$ cat src/sv/ptsu_pkg.sv
// Shared types, codes and sizes for the periodic timer scheduler.
`timescale 1ns / 1ps
`default_nettype none
package ptsu_pkg;

   localparam int NUM_TIMERS_DEF = 16;
   localparam int TIME_BITS_DEF  = 32;
   localparam int MAX_RESULTS    = 16;

   localparam int MODE_W   = 2;
   localparam int FIELD_W  = 32;
   localparam int REP_W    = 16;
   localparam int TAG_W    = 8;
   localparam int SLOT_W   = 4;
   localparam int KIND_W   = 2;
   localparam int STATUS_W = 2;

   // request word layout
   localparam int NOW_LO    = 0;
   localparam int PERIOD_LO = NOW_LO + FIELD_W;
   localparam int REP_LO    = PERIOD_LO + FIELD_W;
   localparam int TAG_LO    = REP_LO + REP_W;
   localparam int SLOT_LO   = TAG_LO + TAG_W;
   localparam int REQ_BITS  = SLOT_LO + SLOT_W;
   localparam int REQ_DATA_W = ((REQ_BITS + 7) / 8) * 8;

   // response word layout
   localparam int RSP_BITS   = STATUS_W + SLOT_W + TAG_W + 1;
   localparam int RSP_DATA_W = ((RSP_BITS + 7) / 8) * 8;
   localparam int RSP_PAD_W  = RSP_DATA_W - RSP_BITS;

   typedef enum logic [MODE_W-1:0] {
      MODE_ADD  = 2'd0,
      MODE_DEL  = 2'd1,
      MODE_TICK = 2'd2
   } mode_type;

   typedef enum logic [KIND_W-1:0] {
      KIND_ADD   = 2'd0,
      KIND_DEL   = 2'd1,
      KIND_FIRED = 2'd2,
      KIND_IDLE  = 2'd3
   } kind_type;

   typedef enum logic [STATUS_W-1:0] {
      STS_OK         = 2'd0,
      STS_FULL       = 2'd1,
      STS_NOT_IN_USE = 2'd2
   } status_type;

   typedef struct packed {
      kind_type          kind;
      status_type        status;
      logic [SLOT_W-1:0] slot_id;
      logic [TAG_W-1:0]  fired_tag;
      logic              expired;
      logic              last;
   } rsp_type;

endpackage
`default_nettype wire

$ cat src/sv/periodic_timer_scheduler_unit.sv
// Top level of the periodic timer scheduler: sequencer, slot flags and response stage.
`timescale 1ns / 1ps
`default_nettype none
// A bank of NUM_TIMERS timer slots driven by request words (tuser = mode):
// add takes the lowest free slot and sets its due time to now + period;
// delete frees a slot; tick fires every due timer once, earliest due first,
// ties to the lower slot, at most 16 per tick, each firing one response word
// with tlast on the final word of the request. Mode 3 is taken and dropped.
// One request is worked at a time, and req_tready is high only between
// requests. Timer rows sit in a single-port-read memory that is scanned one
// slot per cycle through one shared compare unit. Delete needs no search;
// add searches for the lowest free slot; a tick makes one full scan pass
// per fired timer plus, unless 16 have fired, one more pass to find that
// nothing else is due.
// A stalled response side holds the sequencer only when a word must be pushed.
// Times are TIME_BITS wide, wrap modulo 2^TIME_BITS and compare unsigned.
module periodic_timer_scheduler_unit #(
   parameter int NUM_TIMERS = ptsu_pkg::NUM_TIMERS_DEF,
   parameter int TIME_BITS  = ptsu_pkg::TIME_BITS_DEF
) (
   input  logic                            clock,
   input  logic                            reset,
   input  logic                            req_tvalid,
   output logic                            req_tready,
   // now[31:0], period[63:32], repeat_count[79:64], tag[87:80], slot[91:88], zero pad
   input  logic [ptsu_pkg::REQ_DATA_W-1:0] req_tdata,
   // mode[1:0]
   input  logic [ptsu_pkg::MODE_W-1:0]     req_tuser,
   output logic                            rsp_tvalid,
   input  logic                            rsp_tready,
   // status[1:0], slot_id[5:2], fired_tag[13:6], expired[14], zero pad
   output logic [ptsu_pkg::RSP_DATA_W-1:0] rsp_tdata,
   // kind[1:0]
   output logic [ptsu_pkg::KIND_W-1:0]     rsp_tuser,
   output logic                            rsp_tlast
);
   import ptsu_pkg::*;

   localparam int SB  = (NUM_TIMERS > 1) ? $clog2(NUM_TIMERS) : 1;
   localparam int CW  = SB + 1;
   localparam int SLW = (CW > SLOT_W) ? CW : SLOT_W;
   localparam int NW  = $clog2(MAX_RESULTS + 1);

   typedef struct packed {
      logic [TIME_BITS-1:0] due;
      logic [TIME_BITS-1:0] period;
      logic [REP_W-1:0]     limit;
      logic [REP_W-1:0]     count;
      logic [TAG_W-1:0]     tag;
   } row_type;

   localparam int RW = $bits(row_type);

   typedef enum logic [2:0] {
      S_IDLE,
      S_ADD,
      S_DEL,
      S_SCAN,
      S_DECIDE,
      S_FLUSH
   } state_type;

   state_type            state_ff, state_in;
   logic [CW-1:0]        cnt_ff, cnt_in;
   logic [NW-1:0]        n_ff, n_in;
   logic [TIME_BITS-1:0] now_ff, now_in;
   logic [TIME_BITS-1:0] per_ff, per_in;
   logic [REP_W-1:0]     rep_ff, rep_in;
   logic [TAG_W-1:0]     tag_ff, tag_in;
   logic [SLOT_W-1:0]    slot_ff, slot_in;
   logic [NUM_TIMERS-1:0] in_use_ff, in_use_in;
   logic [NUM_TIMERS-1:0] done_ff, done_in;
   rsp_type              pend_ff, pend_in;
   logic                 pend_vld_ff, pend_vld_in;
   rsp_type              rsp_ff, rsp_in;
   logic                 rsp_vld_ff, rsp_vld_in;

   // memory and compare unit hookup
   logic                 ram_we;
   logic [SB-1:0]        ram_waddr;
   row_type              ram_wdata;
   logic [SB-1:0]        ram_raddr;
   logic [RW-1:0]        ram_rdata;
   row_type              rd_row;
   logic                 pick_start;
   logic                 cand_vld;
   logic [SB-1:0]        eidx;
   logic                 pick_found;
   logic [SB-1:0]        best_idx;
   logic [RW-1:0]        best_bits;
   row_type              best_row;

   // shared time adder
   logic [TIME_BITS-1:0] add_a, add_b, add_sum;

   logic                 out_free;
   logic [SB-1:0]        cidx;
   logic [SLW-1:0]       slot_ext;
   logic [SB-1:0]        sidx;
   logic                 slot_live;
   logic [REP_W-1:0]     cnt_next;
   logic                 expire;

   assign rd_row   = row_type'(ram_rdata);
   assign best_row = row_type'(best_bits);

   assign out_free  = !rsp_vld_ff || rsp_tready;
   assign cidx      = cnt_ff[SB-1:0];
   assign eidx      = SB'(cnt_ff - 1'b1);
   assign ram_raddr = cidx;
   assign slot_ext  = SLW'(slot_ff);
   assign sidx      = slot_ext[SB-1:0];
   assign slot_live = (slot_ext < SLW'(NUM_TIMERS)) && in_use_ff[sidx];

   assign add_a   = (state_ff == S_ADD) ? now_ff : best_row.due;
   assign add_b   = (state_ff == S_ADD) ? per_ff : best_row.period;
   assign add_sum = add_a + add_b;

   // slot 0 has no predecessor in the read pipe; the pass ends after slot N-1
   assign cand_vld = (state_ff == S_SCAN) && (cnt_ff != '0) && in_use_ff[eidx] &&
                     !done_ff[eidx] && (rd_row.due <= now_ff);

   assign cnt_next = best_row.count + 1'b1;
   assign expire   = (best_row.limit != '0) && (cnt_next >= best_row.limit);

   assign req_tready = (state_ff == S_IDLE);

   always_comb begin
      state_in    = state_ff;
      cnt_in      = cnt_ff;
      n_in        = n_ff;
      now_in      = now_ff;
      per_in      = per_ff;
      rep_in      = rep_ff;
      tag_in      = tag_ff;
      slot_in     = slot_ff;
      in_use_in   = in_use_ff;
      done_in     = done_ff;
      pend_in     = pend_ff;
      pend_vld_in = pend_vld_ff;
      rsp_in      = rsp_ff;
      rsp_vld_in  = rsp_vld_ff && !rsp_tready;
      ram_we      = 1'b0;
      ram_waddr   = best_idx;
      ram_wdata   = best_row;
      pick_start  = 1'b0;

      case (state_ff)
         S_IDLE: begin
            if (req_tvalid) begin
               now_in  = TIME_BITS'(req_tdata[NOW_LO +: FIELD_W]);
               per_in  = TIME_BITS'(req_tdata[PERIOD_LO +: FIELD_W]);
               rep_in  = req_tdata[REP_LO +: REP_W];
               tag_in  = req_tdata[TAG_LO +: TAG_W];
               slot_in = req_tdata[SLOT_LO +: SLOT_W];
               cnt_in  = '0;
               case (mode_type'(req_tuser))
                  MODE_ADD: begin
                     state_in = S_ADD;
                  end
                  MODE_DEL: begin
                     state_in = S_DEL;
                  end
                  MODE_TICK: begin
                     state_in    = S_SCAN;
                     n_in        = '0;
                     done_in     = '0;
                     pend_vld_in = 1'b0;
                     pick_start  = 1'b1;
                  end
                  default: begin
                     state_in = S_IDLE;
                  end
               endcase
            end
         end

         S_ADD: begin
            if (cnt_ff == CW'(NUM_TIMERS)) begin
               if (out_free) begin
                  rsp_in = '{kind: KIND_ADD, status: STS_FULL, slot_id: '0,
                             fired_tag: '0, expired: 1'b0, last: 1'b1};
                  rsp_vld_in = 1'b1;
                  state_in   = S_IDLE;
               end
            end else if (!in_use_ff[cidx]) begin
               if (out_free) begin
                  ram_we          = 1'b1;
                  ram_waddr       = cidx;
                  ram_wdata       = '{due: add_sum, period: per_ff, limit: rep_ff,
                                      count: '0, tag: tag_ff};
                  in_use_in[cidx] = 1'b1;
                  rsp_in = '{kind: KIND_ADD, status: STS_OK, slot_id: SLOT_W'(cidx),
                             fired_tag: '0, expired: 1'b0, last: 1'b1};
                  rsp_vld_in = 1'b1;
                  state_in   = S_IDLE;
               end
            end else begin
               cnt_in = cnt_ff + 1'b1;
            end
         end

         S_DEL: begin
            if (out_free) begin
               if (slot_live) begin
                  in_use_in[sidx] = 1'b0;
                  rsp_in = '{kind: KIND_DEL, status: STS_OK, slot_id: slot_ff,
                             fired_tag: '0, expired: 1'b0, last: 1'b1};
               end else begin
                  rsp_in = '{kind: KIND_DEL, status: STS_NOT_IN_USE, slot_id: slot_ff,
                             fired_tag: '0, expired: 1'b0, last: 1'b1};
               end
               rsp_vld_in = 1'b1;
               state_in   = S_IDLE;
            end
         end

         S_SCAN: begin
            cnt_in = cnt_ff + 1'b1;
            if (cnt_ff == CW'(NUM_TIMERS)) begin
               state_in = S_DECIDE;
            end
         end

         S_DECIDE: begin
            if (pick_found) begin
               // the held word is pushed here once another firing follows it, else later with tlast
               if (!pend_vld_ff || out_free) begin
                  if (pend_vld_ff) begin
                     rsp_in     = pend_ff;
                     rsp_vld_in = 1'b1;
                  end
                  ram_we    = 1'b1;
                  ram_waddr = best_idx;
                  ram_wdata = '{due: expire ? best_row.due : add_sum,
                                period: best_row.period,
                                limit: best_row.limit,
                                count: (best_row.limit != '0) ? cnt_next : best_row.count,
                                tag: best_row.tag};
                  if (expire) begin
                     in_use_in[best_idx] = 1'b0;
                  end
                  done_in[best_idx] = 1'b1;
                  pend_in = '{kind: KIND_FIRED, status: STS_OK,
                              slot_id: SLOT_W'(best_idx), fired_tag: best_row.tag,
                              expired: expire, last: 1'b0};
                  pend_vld_in = 1'b1;
                  n_in        = n_ff + 1'b1;
                  if (n_ff == NW'(MAX_RESULTS - 1)) begin
                     state_in = S_FLUSH;
                  end else begin
                     state_in   = S_SCAN;
                     cnt_in     = '0;
                     pick_start = 1'b1;
                  end
               end
            end else if (out_free) begin
               if (pend_vld_ff) begin
                  rsp_in      = pend_ff;
                  rsp_in.last = 1'b1;
               end else begin
                  rsp_in = '{kind: KIND_IDLE, status: STS_OK, slot_id: '0,
                             fired_tag: '0, expired: 1'b0, last: 1'b1};
               end
               rsp_vld_in  = 1'b1;
               pend_vld_in = 1'b0;
               state_in    = S_IDLE;
            end
         end

         S_FLUSH: begin
            if (out_free) begin
               rsp_in      = pend_ff;
               rsp_in.last = 1'b1;
               rsp_vld_in  = 1'b1;
               pend_vld_in = 1'b0;
               state_in    = S_IDLE;
            end
         end

         default: begin
            state_in = S_IDLE;
         end
      endcase
   end

   always_ff @(posedge clock) begin
      if (reset) begin
         state_ff    <= S_IDLE;
         in_use_ff   <= '0;
         pend_vld_ff <= 1'b0;
         rsp_vld_ff  <= 1'b0;
      end else begin
         state_ff    <= state_in;
         in_use_ff   <= in_use_in;
         pend_vld_ff <= pend_vld_in;
         rsp_vld_ff  <= rsp_vld_in;
      end
      cnt_ff  <= cnt_in;
      n_ff    <= n_in;
      now_ff  <= now_in;
      per_ff  <= per_in;
      rep_ff  <= rep_in;
      tag_ff  <= tag_in;
      slot_ff <= slot_in;
      done_ff <= done_in;
      pend_ff <= pend_in;
      rsp_ff  <= rsp_in;
   end

   ptsu_ram #(
      .DEPTH (NUM_TIMERS),
      .WIDTH (RW),
      .AW    (SB)
   ) u_ram (
      .clock   (clock),
      .wr_en   (ram_we),
      .wr_addr (ram_waddr),
      .wr_data (ram_wdata),
      .rd_addr (ram_raddr),
      .rd_data (ram_rdata)
   );

   ptsu_pick #(
      .IDX_W (SB),
      .KEY_W (TIME_BITS),
      .ROW_W (RW)
   ) u_pick (
      .clock    (clock),
      .reset    (reset),
      .start    (pick_start),
      .cand_vld (cand_vld),
      .cand_idx (eidx),
      .cand_key (rd_row.due),
      .cand_row (ram_rdata),
      .found    (pick_found),
      .best_idx (best_idx),
      .best_row (best_bits)
   );

   assign rsp_tvalid = rsp_vld_ff;
   assign rsp_tdata  = {{RSP_PAD_W{1'b0}}, rsp_ff.expired, rsp_ff.fired_tag,
                        rsp_ff.slot_id, rsp_ff.status};
   assign rsp_tuser  = rsp_ff.kind;
   assign rsp_tlast  = rsp_ff.last;

endmodule
`default_nettype wire

$ cat src/sv/ptsu_ram.sv
// Timer row memory: one write port, one registered read port.
`timescale 1ns / 1ps
`default_nettype none
module ptsu_ram #(
   parameter int DEPTH = 16,
   parameter int WIDTH = 104,
   parameter int AW    = 4
) (
   input  logic             clock,
   input  logic             wr_en,
   input  logic [AW-1:0]    wr_addr,
   input  logic [WIDTH-1:0] wr_data,
   input  logic [AW-1:0]    rd_addr,
   output logic [WIDTH-1:0] rd_data
);

   logic [WIDTH-1:0] mem_ff [DEPTH];
   logic [WIDTH-1:0] rd_data_ff;

   always_ff @(posedge clock) begin
      if (wr_en) begin
         mem_ff[wr_addr] <= wr_data;
      end
   end

   always_ff @(posedge clock) begin
      rd_data_ff <= mem_ff[rd_addr];
   end

   assign rd_data = rd_data_ff;

endmodule
`default_nettype wire

$ cat src/sv/ptsu_pick.sv
// Shared compare unit: keeps the earliest eligible timer seen in one scan pass.
`timescale 1ns / 1ps
`default_nettype none
module ptsu_pick #(
   parameter int IDX_W = 4,
   parameter int KEY_W = 32,
   parameter int ROW_W = 104
) (
   input  logic             clock,
   input  logic             reset,
   input  logic             start,
   input  logic             cand_vld,
   input  logic [IDX_W-1:0] cand_idx,
   input  logic [KEY_W-1:0] cand_key,
   input  logic [ROW_W-1:0] cand_row,
   output logic             found,
   output logic [IDX_W-1:0] best_idx,
   output logic [ROW_W-1:0] best_row
);

   logic             found_ff;
   logic [IDX_W-1:0] best_idx_ff;
   logic [KEY_W-1:0] best_key_ff;
   logic [ROW_W-1:0] best_row_ff;
   logic             take;

   // strict less: slots arrive in ascending order, so ties keep the lower slot
   assign take = cand_vld && (!found_ff || (cand_key < best_key_ff));

   always_ff @(posedge clock) begin
      if (reset || start) begin
         found_ff <= 1'b0;
      end else if (take) begin
         found_ff <= 1'b1;
      end
   end

   always_ff @(posedge clock) begin
      if (take) begin
         best_idx_ff <= cand_idx;
         best_key_ff <= cand_key;
         best_row_ff <= cand_row;
      end
   end

   assign found    = found_ff;
   assign best_idx = best_idx_ff;
   assign best_row = best_row_ff;

endmodule
`default_nettype wire
$ cat config.mk
export PLATFORM = sky130hd
export DESIGN_NAME = periodic_timer_scheduler_unit
export DESIGN_NICKNAME = d
export VERILOG_FILES = /design/src/sv/ptsu_pkg.sv /design/src/sv/periodic_timer_scheduler_unit.sv /design/src/sv/ptsu_ram.sv /design/src/sv/ptsu_pick.sv
export SDC_FILE = /design/constraint.sdc
export NUM_CORES = 2
export LEC_CHECK = 0
export BUFFER_PORTS_ARGS = -buffer_cell sky130_fd_sc_hd__clkbuf_2
export CORE_ASPECT_RATIO = 0.9
export CORE_MARGIN = 2
export CORE_UTILIZATION = 55
export DETAILED_ROUTE_END_ITERATION = 16
export GPL_ROUTABILITY_DRIVEN = 1
export PLACE_DENSITY = 0.79
export SLEW_MARGIN = 25
export SYNTH_ARGS = -nofsm -noshare
export SYNTH_HDL_FRONTEND = slang
export SYNTH_SLANG_ARGS = --single-unit
$ cat constraint.sdc
create_clock -name clock -period 31.6 [get_ports clock]
set_clock_uncertainty 0.2 [all_clocks]
set_input_delay 1.58 -clock clock [delete_from_list [all_inputs] [get_ports clock]]
set_output_delay 1.58 -clock clock [all_outputs]
set_load 0.02 [all_outputs]
==> flow_metrics.tcl <==
set metrics [dict create \
    vdd_drop_max_uv 61.9 \
    cts_setup_buffers 0 \
    clk_path_buf_depth 3 \
    root_buffer "clkbuf_16" \
    ys_ff_latch 2047 \
    maxSlewViolCount 0 \
    max_cap_viol_count 0 \
    use_met1_pct 36.5 \
    gp_congestion 0.910 \
    path_clk_slew_ns 0.06 \
    startpoint "state_ff[0]$_SDFFE_PP0P_" \
    required_ns 31.74 \
    grt_max_degree 155 \
    tritoncts "built" \
    crit_path_end "u_ram.mem_ff[13][100]$_DFFE_PP_" \
    r2r_setup_slack_ns 24.87 \
    yosysSeqAreaShare_pct 74.9 \
    powerDensity_nw_per_um2 76.3 \
    arrival_ns 6.87 \
    r2r_start "state_ff[0]$_SDFFE_PP0P_" \
    dieArea_sq_um 149000 \
    ant_nets 0 \
    final-hold-violation-count 0 \
    r2r_cells 16 \
    grt_pass1_vias 41200 \
    grt_pass1_wl_mm 277 \
    die_h_um 367 \
    synthArstFlopShare_pct 0 \
    grtUsageMet2_pct 40.8 \
    fillCellCount 9424 \
    start_kind "flop" \
    finalCritPeriodShare_pct 21.3 \
    worst_pin_slew_ns 1.11 \
    avgSynthCellArea_sq_um 20.6 \
    viasPerCell 6.51 \
    antenna_found_initial 3 \
    fmax_mhz 149 \
    dpl.hpwl_mm 95.1 \
    synth_nets 4135 \
    holdCritPathClass "flop to flop" \
    synth_flop_cell "edfxtp_1" \
    stdcell_count 6278 \
    crit_type "flop to flop" \
    routed_wirelength_mm 189 \
    area_growth_pct 12.8 \
    die_x_um 407 \
    busiest_layer "met2" \
    tns_ns 0 \
    syn-instance-count 3912 \
    outcome "finished clean" \
    via_count 40900 \
    rows 133 \
    cts_buffers 193 \
    min-delay-start "u_ram.rd_data[52]$_DFF_P_" \
    r2r_end "u_ram.mem_ff[13][100]$_DFFE_PP_" \
    h-tree-depth 4 \
    grt_usage_pct 25.6 \
    ios 123 \
    synth.distinct_cells 71 \
    cts_resized 0 \
    cts_hold_buf 0 \
    drtIter0Drc 5696 \
    core_area_sq_um 146000 \
    start_util_pct 55.2 \
    drc 0 \
    worstSetupEndpointType "flop" \
    rsz0062_at_grt "false" \
    p_leak_nw 29.5 \
    yosysWarnings 0 \
    drive_above_1_share_pct 26.9 \
    layout.nets 4374 \
    grt.overflow.total 0 \
    grtUsageMet3_pct 4.75 \
    wl_per_cell_um 30.1 \
    min_period_ns 6.73 \
    cts_sinks 2047 \
    num_antenna_cells 0 \
    drtPass1Iterations 6 \
    syn-cell-area_sq_um 80400 \
    relSlewSlack_pct 25.8 \
    dp_cells 5911 \
    worstPathMaxFanout 50 \
    clk_latency_ns 0.84 \
    io_buffer_count 117 \
    setup_viol_count_final 0 \
    synth_edf_count 1921 \
]
[cells by family (layout without fill, tap and decap cells)]
kind of cell / Yosys count / after routing / synth area share, %
adders and majority gates: 121 / 121 / 1.89
xor gates and xnor gates: 48 / 48 / 0.523
DFF: 2047 / 2047 / 74.9
buffers and inverters: 295 / 704 / 1.40
and+or+nand+nor: 412 / 412 / 2.36
other: 1 / 1 / 0.00466
AOI/OAI and AO/OA: 379 / 379 / 3.02
muxes: 609 / 609 / 15.9
[how the worst min path moves through the flow]
stage / endpoint / cells past startpoint / slack, ns
finish: u_pick.best_row[52]$_DFFE_PP_ / 0 / 0.20
global route: u_pick.best_row[60]$_DFFE_PP_ / 0 / 0.20
CTS: u_pick.best_row[60]$_DFFE_PP_ / 0 / 0.19
detailed placement: u_pick.best_row[52]$_DFFE_PP_ / 0 / 0.19
global placement: u_pick.best_row[53]$_DFFE_PP_ / 0 / 0.19
floorplan: u_pick.best_row[0]$_DFFE_PP_ / 0 / 0.19
[cells in the mapped netlist (3+ instances only)]
library cell | n | area share (%)
and4_1 | 3 | 0.033
a21o_1 | 40 | 0.37
o2111ai_1 | 3 | 0.033
o211ai_1 | 13 | 0.12
buf_2 | 9 | 0.056
o31ai_1 | 14 | 0.13
nor3_1 | 16 | 0.10
nor4_1 | 7 | 0.054
a31oi_1 | 25 | 0.19
xnor2_1 | 22 | 0.24
or3_1 | 9 | 0.070
dfxtp_1 | 126 | 3.1
a21oi_1 | 63 | 0.39
clkbuf_1 | 111 | 0.52
o221ai_1 | 5 | 0.054
and2_1 | 16 | 0.12
mux4_2 | 529 | 15
nor2_1 | 108 | 0.50
nor3b_1 | 4 | 0.037
o21ai_0 | 125 | 0.78
o21a_1 | 13 | 0.12
ha_1 | 120 | 1.9
inv_1 | 114 | 0.53
a221oi_1 | 9 | 0.098
xor2_1 | 26 | 0.28
o21bai_1 | 5 | 0.047
nand4_1 | 14 | 0.11
buf_1 | 60 | 0.28
a221o_1 | 3 | 0.037
o32ai_1 | 7 | 0.076
nand2_1 | 153 | 0.71
o22ai_1 | 5 | 0.039
a2111oi_0 | 3 | 0.033
nand2b_1 | 20 | 0.16
and3_1 | 10 | 0.078
edfxtp_1 | 1921 | 72
nor2b_1 | 9 | 0.070
or2_2 | 4 | 0.031
nand3_1 | 29 | 0.18
mux2i_1 | 4 | 0.050
mux2_2 | 76 | 1.1
nand3b_1 | 3 | 0.028
a22o_1 | 9 | 0.098
a211oi_1 | 13 | 0.12
[routing by layer]
metal | routed length, um | share of wire, % | vias up
met5 | 0 | 0 | -
li1 | - | - | 16600
met2 | 93100 | 49 | 2503
met3 | 18300 | 9.7 | 368
met1 | 72400 | 38 | 21400
met4 | 5370 | 2.8 | 0
[critical path: stages, from the launching register on]
cell and delay [ns]:
dfxtp_1 0.67, nand2b_1 0.37, nor2_4 0.15, buf_4 0.56
buf_4 0.65, mux2_2 0.46, ha_1 0.25, inv_1 0.09
fa_1 0.21, nor2b_1 0.07, o31a_1 0.29, o311a_1 0.40
o2111ai_1 0.44, nand3b_1 0.26, a221oi_1 0.45, or4b_1 0.17
nand3_1 0.43
[power by group]
part / switching, W / internal, W
clock network: 0.00101 / 0.00140
registers: 0.0000826 / 0.00321
logic: 0.000665 / 0.000546
[state kept, by name, indices dropped and copies added (netlist names)]
signal and flops:
rsp_tvalid 1, in_use_ff 16, rsp_tdata 15, tag_ff 8
state_ff 3, pend_ff 13, n_ff 5, now_ff 32
rep_ff 16, rsp_tlast 1, sidx 4, u_ram.rd_data 104
rsp_tuser 2, u_pick.found 1, u_pick.best_row 104, per_ff 32
pend_vld_ff 1, done_ff 16, cnt_ff 5, u_ram.mem_ff 1664
u_pick.best_idx 4
[metrics by stage]
| step | setup WS, ns | hold slack [ns] | power (W) | instance area, sq um | util (%) |
|---|---|---|---|---|---|
| 2_1_floorplan | 19.84 | 0.186 | 0.00419 | 80400 | - |
| 3_3_place_gp | 25.20 | 0.187 | 0.00451 | 83800 | 57.6 |
| 3_5_place_dp | 25.04 | 0.189 | 0.00454 | 83900 | 57.7 |
| 4_1_cts | 24.93 | 0.194 | 0.00695 | 90700 | 62.3 |
| 5_1_grt | 24.62 | 0.203 | 0.00714 | 90700 | 62.3 |
| 6_report | 24.87 | 0.196 | 0.00692 | 90700 | 62.3 |
[cell usage in the layout (no fill, tap or decap), drive strengths merged, types with 107 or more instances in the layout]
cell | netlist | layout
clkbuf | 111 | 390
mux4 | 529 | 529
edfxtp | 1921 | 1921
ha | 120 | 120
inv | 114 | 115
o21ai | 126 | 126
nor2 | 108 | 108
nand2 | 153 | 153
dfxtp | 126 | 126
buf | 70 | 107
[layout make-up]
class,count,area (sq um),share of cell area [%]
flip-flops and latches,2047,60200,66.4
multi-input cells,1570,19300,21.2
clock buffers,272,5480,6.04
well taps,1957,2450,2.70
repair buffers,225,1650,1.81
clock inverters,93,1260,1.39
inverters,114,428,0.472
(Power assumes the default switching activity.)
